`src/rtl/dmx_pkg.sv`:
```
// Package for the drive mixer: item types, stop causes and fixed-point constants.
// Used by every module of the block; depends on nothing.
package dmx_pkg;

  localparam int SPEED_SCALE_DEF      = 32;
  localparam int DEAD_ZONE_DEF        = 60;
  localparam int KEEPALIVE_PERIOD_DEF = 5;

  localparam int DUTY_W  = 13;
  localparam int SERVO_W = 10;
  localparam int LIMIT_W = 10;
  localparam int DIST_W  = 11;

  localparam logic [DUTY_W-1:0]  DUTY_MAX      = 13'h1FFF;
  localparam logic [LIMIT_W-1:0] LIMIT_RESET   = 10'd25;
  localparam logic [SERVO_W-1:0] SERVO_MAX     = 10'h3FF;
  localparam logic [11:0]        SERVO_BASE    = 12'd205;
  localparam logic [16:0]        SERVO_GAIN    = 17'd233;
  localparam logic [13:0]        WHEEL_FULL    = 14'd10000;
  localparam logic [15:0]        WHEEL_STEP    = 16'd222;
  localparam logic [7:0]         WHEEL_CUT_OFF = 8'd46;

  // Exact reciprocal multipliers for the operand ranges in use.
  localparam logic [26:0] DIV10K_MUL   = 27'd109951163;
  localparam int          DIV10K_SHIFT = 40;
  localparam logic [17:0] DIV100_MUL   = 18'd167773;
  localparam int          DIV100_SHIFT = 24;

  localparam logic OP_DRIVE = 1'b0;
  localparam logic OP_TICK  = 1'b1;

  typedef enum logic [2:0] {
    CAUSE_NONE,
    CAUSE_FRONT,
    CAUSE_BACK,
    CAUSE_LINK,
    CAUSE_KEEPALIVE
  } stop_cause_t;

  typedef struct packed {
    logic                     op;
    logic signed [8:0]        speed_cmd;
    logic signed [7:0]        steer_angle;
    logic [8:0]               servo_angle;
    logic signed [DIST_W-1:0] front_dist;
    logic signed [DIST_W-1:0] back_dist;
    logic                     link_ok;
  } in_item_t;

  typedef struct packed {
    logic              motor_write;
    logic              servo_write;
    logic              left_dir;
    logic              right_dir;
    stop_cause_t       stop_cause;
    logic [DUTY_W-1:0] speed;
    logic [13:0]       wheel_fac;
    logic              cut_left;
    logic [16:0]       servo_prod;
  } mix_t;

  typedef struct packed {
    logic               motor_write;
    logic [DUTY_W-1:0]  left_duty;
    logic [DUTY_W-1:0]  right_duty;
    logic               left_dir;
    logic               right_dir;
    logic               servo_write;
    logic [SERVO_W-1:0] servo_duty;
    stop_cause_t        stop_cause;
  } out_item_t;

endpackage

```
`src/rtl/dmx_ctrl.sv`:
```
// Control stage of the drive mixer: holds the drive and safety state and decodes each item.
// Depends on dmx_pkg.
module dmx_ctrl import dmx_pkg::*; #(
  parameter int SPEED_SCALE      = SPEED_SCALE_DEF,
  parameter int DEAD_ZONE        = DEAD_ZONE_DEF,
  parameter int KEEPALIVE_PERIOD = KEEPALIVE_PERIOD_DEF
) (
  input  logic               clk,
  input  logic               rst_n,
  input  logic               en,
  input  logic               item_valid,
  input  in_item_t           item,
  input  logic [LIMIT_W-1:0] distance_limit,
  output logic               mix_valid,
  output mix_t               mix
);

  localparam int SCALE_W = $clog2(SPEED_SCALE + 1);
  localparam int PROD_W  = 8 + SCALE_W;
  localparam int PH_W    = $clog2(KEEPALIVE_PERIOD);
  localparam logic signed [9:0] DZ_POS = 10'(DEAD_ZONE);
  localparam logic signed [9:0] DZ_NEG = -DZ_POS;

  logic                     fwd_r, fwd_nxt;
  logic                     rev_r, rev_nxt;
  logic signed [DIST_W-1:0] front_r, front_nxt;
  logic signed [DIST_W-1:0] back_r, back_nxt;
  logic signed [8:0]        alive_r, alive_nxt;
  logic [PH_W-1:0]          phase_r, phase_nxt;
  logic                     mix_valid_r;
  mix_t                     mix_r, mix_nxt;

  logic signed [11:0]   lim_s;
  logic                 lim_zero;
  logic signed [9:0]    s_ext;
  logic [8:0]           mag9;
  logic [7:0]           mag8;
  logic [PROD_W-1:0]    prod;
  logic [DUTY_W-1:0]    speed_sat;
  logic                 fwd_ok, rev_ok;
  logic [7:0]           steer_mag;
  logic [15:0]          cut_amount;
  logic                 front_stop, back_stop, link_stop, ka_stop, phase_one;

  always_comb begin
    lim_s    = signed'({2'b00, distance_limit});
    lim_zero = (distance_limit == '0);

    fwd_nxt   = fwd_r;
    rev_nxt   = rev_r;
    front_nxt = front_r;
    back_nxt  = back_r;
    alive_nxt = alive_r;
    phase_nxt = phase_r;

    s_ext = 10'(item.speed_cmd);
    mag9  = item.speed_cmd[8] ? 9'(-item.speed_cmd) : 9'(item.speed_cmd);
    mag8  = mag9[8] ? 8'hFF : mag9[7:0];
    prod  = PROD_W'(mag8) * PROD_W'(SPEED_SCALE);
    speed_sat = ({13'd0, prod} > {PROD_W'(0), DUTY_MAX}) ? DUTY_MAX : DUTY_W'(prod);

    fwd_ok = (s_ext > DZ_POS) && (lim_zero || (12'(front_r) > lim_s));
    rev_ok = (s_ext < DZ_NEG) && (lim_zero || (12'(back_r) > lim_s));

    steer_mag  = item.steer_angle[7] ? 8'(-item.steer_angle) : 8'(item.steer_angle);
    cut_amount = 16'(steer_mag) * WHEEL_STEP;

    front_stop = 1'b0;
    back_stop  = 1'b0;
    link_stop  = 1'b0;
    ka_stop    = 1'b0;
    phase_one  = 1'b0;

    mix_nxt = '0;
    mix_nxt.servo_prod = 17'(item.servo_angle) * SERVO_GAIN;
    mix_nxt.cut_left   = item.steer_angle[7];
    mix_nxt.wheel_fac  = (steer_mag >= WHEEL_CUT_OFF) ? 14'd0 : WHEEL_FULL - cut_amount[13:0];
    mix_nxt.stop_cause = CAUSE_NONE;

    if (item.op == OP_DRIVE) begin
      if (alive_r < 9'sd255) begin
        alive_nxt = alive_r + 9'sd1;
      end
      if (fwd_ok) begin
        fwd_nxt = 1'b1;
        rev_nxt = 1'b0;
      end else if (rev_ok) begin
        fwd_nxt = 1'b0;
        rev_nxt = 1'b1;
      end
      mix_nxt.speed       = (fwd_ok || rev_ok) ? speed_sat : '0;
      mix_nxt.motor_write = 1'b1;
      mix_nxt.servo_write = 1'b1;
    end else begin
      front_nxt = item.front_dist;
      back_nxt  = item.back_dist;
      phase_nxt = (phase_r == PH_W'(KEEPALIVE_PERIOD - 1)) ? '0 : phase_r + PH_W'(1);
      phase_one = (phase_nxt == PH_W'(1));

      front_stop = !lim_zero && (12'(item.front_dist) < lim_s) && fwd_r && !rev_r;
      back_stop  = !lim_zero && (12'(item.back_dist) < lim_s) && !fwd_r && rev_r;
      link_stop  = !item.link_ok;
      ka_stop    = phase_one && (alive_r < 9'sd1);
      if (phase_one && !ka_stop) begin
        alive_nxt = -9'sd1;
      end

      priority if (front_stop) begin
        mix_nxt.stop_cause = CAUSE_FRONT;
      end else if (back_stop) begin
        mix_nxt.stop_cause = CAUSE_BACK;
      end else if (link_stop) begin
        mix_nxt.stop_cause = CAUSE_LINK;
      end else if (ka_stop) begin
        mix_nxt.stop_cause = CAUSE_KEEPALIVE;
      end else begin
        mix_nxt.stop_cause = CAUSE_NONE;
      end
      mix_nxt.speed       = '0;
      mix_nxt.motor_write = front_stop || back_stop || link_stop || ka_stop;
      mix_nxt.servo_write = 1'b0;
    end

    mix_nxt.left_dir  = fwd_nxt;
    mix_nxt.right_dir = rev_nxt;
  end

  always_ff @(posedge clk) begin
    if (!rst_n) begin
      fwd_r       <= 1'b0;
      rev_r       <= 1'b0;
      front_r     <= '0;
      back_r      <= '0;
      alive_r     <= -9'sd1;
      phase_r     <= '0;
      mix_valid_r <= 1'b0;
    end else if (en) begin
      mix_valid_r <= item_valid;
      if (item_valid) begin
        fwd_r   <= fwd_nxt;
        rev_r   <= rev_nxt;
        front_r <= front_nxt;
        back_r  <= back_nxt;
        alive_r <= alive_nxt;
        phase_r <= phase_nxt;
      end
    end
  end

  always_ff @(posedge clk) begin
    if (en && item_valid) begin
      mix_r <= mix_nxt;
    end
  end

  assign mix_valid = mix_valid_r;
  assign mix       = mix_r;

endmodule

```
`src/rtl/dmx_arith.sv`:
```
// Arithmetic stages of the drive mixer: wheel cut and servo scaling by reciprocal multiplication.
// Depends on dmx_pkg; fed by dmx_ctrl.
module dmx_arith import dmx_pkg::*; (
  input  logic      clk,
  input  logic      rst_n,
  input  logic      en,
  input  logic      mix_valid,
  input  mix_t      mix,
  output logic      res_valid,
  output out_item_t res
);

  typedef struct packed {
    logic              motor_write;
    logic              servo_write;
    logic              left_dir;
    logic              right_dir;
    stop_cause_t       stop_cause;
    logic [DUTY_W-1:0] speed;
    logic [26:0]       cut_prod;
    logic              cut_left;
    logic [10:0]       servo_ang;
  } prod_t;

  logic      prod_valid_r;
  prod_t     prod_r, prod_nxt;
  logic      res_valid_r;
  out_item_t res_r, res_nxt;

  logic [34:0] servo_mul;
  logic [53:0] cut_mul;
  logic [DUTY_W-1:0] cut_duty;
  logic [11:0] servo_sum;

  always_comb begin
    servo_mul = 35'(mix.servo_prod) * 35'(DIV100_MUL);
    prod_nxt.motor_write = mix.motor_write;
    prod_nxt.servo_write = mix.servo_write;
    prod_nxt.left_dir    = mix.left_dir;
    prod_nxt.right_dir   = mix.right_dir;
    prod_nxt.stop_cause  = mix.stop_cause;
    prod_nxt.speed       = mix.speed;
    prod_nxt.cut_prod    = 27'(mix.speed) * 27'(mix.wheel_fac);
    prod_nxt.cut_left    = mix.cut_left;
    prod_nxt.servo_ang   = servo_mul[DIV100_SHIFT +: 11];
  end

  always_comb begin
    cut_mul   = 54'(prod_r.cut_prod) * 54'(DIV10K_MUL);
    cut_duty  = cut_mul[DIV10K_SHIFT +: DUTY_W];
    servo_sum = SERVO_BASE + 12'(prod_r.servo_ang);

    res_nxt.motor_write = prod_r.motor_write;
    res_nxt.left_duty   = prod_r.cut_left ? cut_duty : prod_r.speed;
    res_nxt.right_duty  = prod_r.cut_left ? prod_r.speed : cut_duty;
    res_nxt.left_dir    = prod_r.left_dir;
    res_nxt.right_dir   = prod_r.right_dir;
    res_nxt.servo_write = prod_r.servo_write;
    res_nxt.stop_cause  = prod_r.stop_cause;
    if (!prod_r.servo_write) begin
      res_nxt.servo_duty = '0;
    end else if (servo_sum > 12'(SERVO_MAX)) begin
      res_nxt.servo_duty = SERVO_MAX;
    end else begin
      res_nxt.servo_duty = servo_sum[SERVO_W-1:0];
    end
  end

  always_ff @(posedge clk) begin
    if (!rst_n) begin
      prod_valid_r <= 1'b0;
      res_valid_r  <= 1'b0;
    end else if (en) begin
      prod_valid_r <= mix_valid;
      res_valid_r  <= prod_valid_r;
    end
  end

  always_ff @(posedge clk) begin
    if (en && mix_valid) begin
      prod_r <= prod_nxt;
    end
    if (en && prod_valid_r) begin
      res_r <= res_nxt;
    end
  end

  assign res_valid = res_valid_r;
  assign res       = res_r;

endmodule

```
`src/rtl/drive_mixer_with_safety_stop.sv`:
```
// Drive mixer with safety stop: a four-register pipeline that takes one item per cycle while
// the output is not held, and gives one result for each. The input register captures the item
// at the transfer, then come the control stage that updates the drive and safety state, the
// multiply stage and the reciprocal-divide stage, each registered in turn; the whole pipeline
// holds while a finished result waits on out_tready.
// Depends on dmx_pkg, dmx_ctrl and dmx_arith.
module drive_mixer_with_safety_stop import dmx_pkg::*; #(
  parameter int SPEED_SCALE      = SPEED_SCALE_DEF,
  parameter int DEAD_ZONE        = DEAD_ZONE_DEF,
  parameter int KEEPALIVE_PERIOD = KEEPALIVE_PERIOD_DEF
) (
  input  logic               clk,
  input  logic               rst_n,
  input  logic               in_tvalid,
  output logic               in_tready,
  // speed_cmd, steer_angle, servo_angle, front_dist, back_dist, link_ok
  input  logic [55:0]        in_tdata,
  // op
  input  logic               in_tuser,
  output logic               out_tvalid,
  input  logic               out_tready,
  // motor_write, left_duty, right_duty, left_dir, right_dir, servo_write, servo_duty,
  // stop_cause
  output logic [47:0]        out_tdata,
  input  logic               cfg_valid,
  output logic               cfg_ready,
  input  logic [LIMIT_W-1:0] cfg_data
);

  logic               en;
  logic               in_valid_r;
  in_item_t           item_r, item_nxt;
  logic [LIMIT_W-1:0] limit_r;
  logic               mix_valid;
  mix_t               mix;
  logic               res_valid;
  out_item_t          res;

  assign en        = !res_valid || out_tready;
  assign in_tready = en;
  assign cfg_ready = 1'b1;

  always_comb begin
    item_nxt.op          = in_tuser;
    item_nxt.speed_cmd   = signed'(in_tdata[8:0]);
    item_nxt.steer_angle = signed'(in_tdata[16:9]);
    item_nxt.servo_angle = in_tdata[25:17];
    item_nxt.front_dist  = signed'(in_tdata[36:26]);
    item_nxt.back_dist   = signed'(in_tdata[47:37]);
    item_nxt.link_ok     = in_tdata[48];
  end

  always_ff @(posedge clk) begin
    if (!rst_n) begin
      in_valid_r <= 1'b0;
      limit_r    <= LIMIT_RESET;
    end else begin
      if (en) begin
        in_valid_r <= in_tvalid;
      end
      if (cfg_valid) begin
        limit_r <= cfg_data;
      end
    end
  end

  always_ff @(posedge clk) begin
    if (en && in_tvalid) begin
      item_r <= item_nxt;
    end
  end

  dmx_ctrl #(
    .SPEED_SCALE      (SPEED_SCALE),
    .DEAD_ZONE        (DEAD_ZONE),
    .KEEPALIVE_PERIOD (KEEPALIVE_PERIOD)
  ) u_ctrl (
    .clk            (clk),
    .rst_n          (rst_n),
    .en             (en),
    .item_valid     (in_valid_r),
    .item           (item_r),
    .distance_limit (limit_r),
    .mix_valid      (mix_valid),
    .mix            (mix)
  );

  dmx_arith u_arith (
    .clk       (clk),
    .rst_n     (rst_n),
    .en        (en),
    .mix_valid (mix_valid),
    .mix       (mix),
    .res_valid (res_valid),
    .res       (res)
  );

  assign out_tvalid = res_valid;
  assign out_tdata  = {5'd0, res.stop_cause, res.servo_duty, res.servo_write, res.right_dir,
                       res.left_dir, res.right_duty, res.left_duty, res.motor_write};

endmodule

```
`config.mk`:
```
export PLATFORM = sky130hd
export DESIGN_NAME = drive_mixer_with_safety_stop
export DESIGN_NICKNAME = d
export VERILOG_FILES = /design/src/rtl/dmx_pkg.sv /design/src/rtl/dmx_ctrl.sv /design/src/rtl/dmx_arith.sv /design/src/rtl/drive_mixer_with_safety_stop.sv
export SDC_FILE = /design/constraint.sdc
export NUM_CORES = 2
export LEC_CHECK = 0
export BUFFER_PORTS_ARGS = -buffer_cell sky130_fd_sc_hd__buf_2
export CORE_MARGIN = 2
export CORE_UTILIZATION = 55
export CTS_CLUSTER_SIZE = 12
export DETAILED_ROUTE_END_ITERATION = 8
export PLACE_DENSITY = 0.69
export SKIP_CTS_REPAIR_TIMING = 1
export SLEW_MARGIN = 25
export SYNTH_ARGS = -nofsm -noshare
export SYNTH_HDL_FRONTEND = slang
export SYNTH_SLANG_ARGS = --single-unit
export TNS_END_PERCENT = 20
```
`constraint.sdc`:
```
create_clock -name clk -period 15.45 [get_ports clk]
set_input_delay 3.8625 -clock clk [delete_from_list [all_inputs] [get_ports clk]]
set_output_delay 3.8625 -clock clk [all_outputs]
set_load 0.01 [all_outputs]
```
## Word level (Yosys, flattened, before mapping)

Cells that the tools add are included.

- Flip-flop bits (word level): 254
- Input bits: 72

- Add/sub/neg operators: 6
- Multiply operators: 5
- $lt $le $gt $ge: 11
- Equal/unequal tests: 3
- Mux-type cells: 22
- Bitwise operators: 3
- Reductions and logical operators: 35

Operators by type and width:

| operator | count |
|---|---|
| 27-bit by 27-bit multiplier with 53-bit output, second input constant | 1 |
| 13-bit two-way mux | 3 |
| 9-bit two-way mux | 4 |
| 17-bit by 18-bit multiplier with 35-bit output, second input constant | 1 |
| 13-bit by 14-bit multiplier with 27-bit output | 1 |
| 11-bit > comparator | 2 |
| 11-bit < comparator | 2 |
| 9-bit by 8-bit multiplier with 17-bit output, second input constant | 1 |
| 8-bit two-way mux | 2 |
| 1-bit logical AND | 14 |
| 14-bit subtractor, first input constant | 1 |
| 13-bit > comparator, second input constant | 1 |
| 8-bit by 7-bit multiplier with 13-bit output, second input constant | 1 |
| 8-bit by 11-bit adder with 12-bit output, first input constant | 1 |
| 12-bit by 10-bit > comparator with 1-bit output, second input constant | 1 |
| 10-bit logical NOT | 1 |
| 10-bit two-way mux | 1 |
| 9-bit by 2-bit adder with 9-bit output, second input constant | 1 |
| 9-bit by 7-bit > comparator with 1-bit output, second input constant | 1 |
| 9-bit by 2-bit < comparator with 1-bit output, second input constant | 1 |
| 9-bit by 7-bit < comparator with 1-bit output, second input constant | 1 |
| 9-bit < comparator, second input constant | 1 |
| 9-bit negator | 1 |
| 8-bit by 6-bit >= comparator with 1-bit output, second input constant | 1 |
| 17 further kinds | 40 |

## Depth between registers and ports, before layout

- Word-level depth: 8
- Depth in mapped cells: 22

## Cells and area by module

From an unflattened synthesis, not the netlist that was laid out.

- Cell total of the unflattened synthesis: 3566
- Area, all modules: 36824.1 um2

Modules (own cells, without submodules):

| module | instances | cells an instance | area an instance (um2) | sequential area each (um2) |
|---|---|---|---|---|
| dmx_arith | 1 | 2741 | 27752.9 | 3103.0 |
| dmx_ctrl | 1 | 729 | 7095.6 | 2122.0 |
| drive_mixer_with_safety_stop | 1 | 96 | 1975.6 | 1721.7 |

## Worst setup path before layout

Ideal clock, no wire load.

- Path type: input-to-output
- Start point: in out_tready
- End point: out in_tready
- Arrival time: 4206 ps
- Required time: 11588 ps
- Setup slack: 7382 ps
- Stages: 2
- Path buffers: 0
- Path through: nor2b_1 inv_2

- Word-level cells in the longest chain between the ends: 1

Ends and longest elaborated chain:

| element | line | text |
|---|---|---|
| start, declared | drive_mixer_with_safety_stop.sv:21 | `input logic out_tready,` |
| 1-bit logical OR | drive_mixer_with_safety_stop.sv:39 | `assign en = !res_valid \|\| out_tready;` |
| end, declared | drive_mixer_with_safety_stop.sv:15 | `output logic in_tready,` |

No other way between the ends.

## Final worst setup path

Same ends and word-level chain as after synthesis.

==> metrics.cfg <==
[timing]
final_hold_viol_count = 0
finalMaxSlewViolations = 0
setup_violations = 0
final.setup.tns_ns = 0
maxSlewHeadroom_pct = 41.1
rsz0062_at_grt = no
clock_skew_ns = 0.0195
fin_crit_sh_pct = 54.6
fin_hold_ws_ns = 0.418
fin_crit_ns = 8.44
worst_pin_slew_ns = 0.882
maxClockFrequency_mhz = 118

[synthesis]
synth_area_leaders = fa_1 28%, ha_1 23%, edfxtp_1 18%
postSynth.asyncResetShare_pct = 0
yosysMostFrequentCell = inv_1
synth-warning-count = 0
synth_compound_area_share_pct = 6.80
ys_ff_latch = 237
yosys.area_share.simple_pct = 8.42
synth_fa_ha_area_share_pct = 50.8
avgSynthCellArea_um2 = 10.5
synth_ff_type = edfxtp_1
synth_edf_count = 187
yosysTopAreaCellShare_pct = 28.1
synth_top_family_by_area = adder cells
synth_cells = 2945
synth_xor_area_share_pct = 2.85
yosysTopAreaCell = fa_1
synthMuxAreaShare_pct = 0.468
ys_types = 71
yosysSeqAreaShare_pct = 21.3
ys_top_cells_by_count = 728 x inv_1, 561 x ha_1, 436 x fa_1, 187 x edfxtp_1, 156 x nand2_1
syn_area_um2 = 31000

[global_routing]
grt_use_total_pct = 24.5
grt_max_degree = 52
grt_pass1_vias = 21600
overflow = 0
grt_pass1_wl_mm = 112
antenna_found_initial = 1

[critical_path]
critPathTopFamily = buffers and inverters
timing.critical_path.buf_inv = 3
arrival_ns = 4.58
cp-start-kind = input port
reg2reg_depth = 21
critPathMaxFanout = 6
r2r_start = u_arith.prod_r[26]$_DFFE_PP_
worstPathRequired_ns = 11.59
cp_common_cell = buf_2
crit_chain = buf_2, nor2b_1, inv_2, buf_2
cpPeakStageDelay_ns = 0.31
slowest_stage = nor2b_1
path_class = input port to primary output
worstSetupEndpointType = primary output
r2r-end = u_arith.res[40]$_DFFE_PP_
r2r_setup_slack_ns = 7.55

[layout]
syn_to_final_growth_pct = 7.83
layout-drive-gt1-share_pct = 6.00
final_nets = 4129
antenna_cells = 0

[floorplanning]
dieArea_um2 = 58300
num_rows = 87
die_y_um = 241
initial_core_util_pct = 55.3
io_pins = 123
die_w_um = 241
coreArea_um2 = 56100

[clocking]
cts_tree = built
cts_made_buffers = 29
root_buffer = clkbuf_16
insertion_delay_ns = 0.59
clock-sinks = 237
clk_path_buf_depth = 3
cts_htree_levels = 1
clkTransAtPathRegs_ns = 0.06

[min_path]
worstHoldPathType = flip-flop to flip-flop
hp-start = u_arith.prod_r[52]$_DFFE_PP_
hold_depth = 0
hold_path_end = u_arith.res[0]$_DFFE_PP_

[placement]
port_buffers = 109
gp_congestion = 1.00
hpwl_mm = 57.6

[status]
outcome = finished, final reports clean

[detailed_routing]
vias = 20200
routed_wirelength_mm = 67.4
wl_met1_mm = 29.0
drc = 0
route.met2.wl_mm = 32.4
drtIter0Drc = 1024
top_layer_used = met4
met3_wirelength_mm = 2.95
ant_nets = 0
avgRoutedWirePerCell_um = 17.6
drtPass1Iterations = 5
viasPerCell = 5.26

[flow_run]
drv_cap = 0

[how the worst max path moves through the flow]
stage | start | end | cells past startpoint
finish | out_tready | in_tready | 4
global route | out_tready | in_tready | 4
CTS | out_tready | in_tready | 4
detailed placement | out_tready | in_tready | 4
global placement | out_tready | in_tready | 4
floorplan | out_tready | in_tready | 2
[cells by family after synthesis]
logic type | Yosys count
adder cells (fa/ha/maj) | 997
buffers and inverters | 764
AND/OR/NAND/NOR | 512
flip-flops | 237
XOR/XNOR | 100
AO/OA/AOI/OAI | 319
multiplexers | 14
other | 2
[stage by stage]
step	cells	utilization, %	setup slack [ns]	area, um^2
floorplan	2949	-	7.38	31000
global placement	3785	57.8	6.98	32400
detailed placement	3785	57.8	7.00	32400
CTS	3839	59.6	7.00	33400
global route	3839	59.6	6.95	33400
finish	3839	59.6	7.01	33400
[sequential cells by signal, indices dropped and copies added, names as in the netlist, 3 cells and up]
name,cells
u_ctrl.alive_r,9
u_ctrl.back_r,11
u_arith.prod_r,48
u_ctrl.front_r,11
limit_r,10
u_arith.res,43
u_ctrl.mix,46
u_ctrl.phase_r,3
item_r,50
[cell usage in the layout, fill, tap and decap left out, drive strengths merged, types with 39 or more instances in the layout]
cell    instances
clkbuf         45
nor2           74
dfxtp          50
xnor2          70
a21oi          80
and2           92
o21ai          56
ha            561
inv           732
nand2         156
buf           113
fa            436
edfxtp        187
a21boi         39
[layer usage]
metal	vias up	global-route usage, %
met2	387	41.7
li1	9704	-
met4	0	9.35
met1	9966	31.9
met3	136	3.36
met5	-	0
[cell type report]
cell class / count / area, um^2
Clock inverter: 9 / 121
Inverter: 731 / 2740
Tap cell: 756 / 946
Multi-Input combinational cell: 1948 / 21500
Sequential cell: 237 / 6620
Clock buffer: 45 / 910
Timing Repair Buffer: 113 / 576
Fill cell: 4733 / 22600
Power is not shown: default switching activity piles up to over one toggle a cycle in this logic, so the estimate is an artifact.
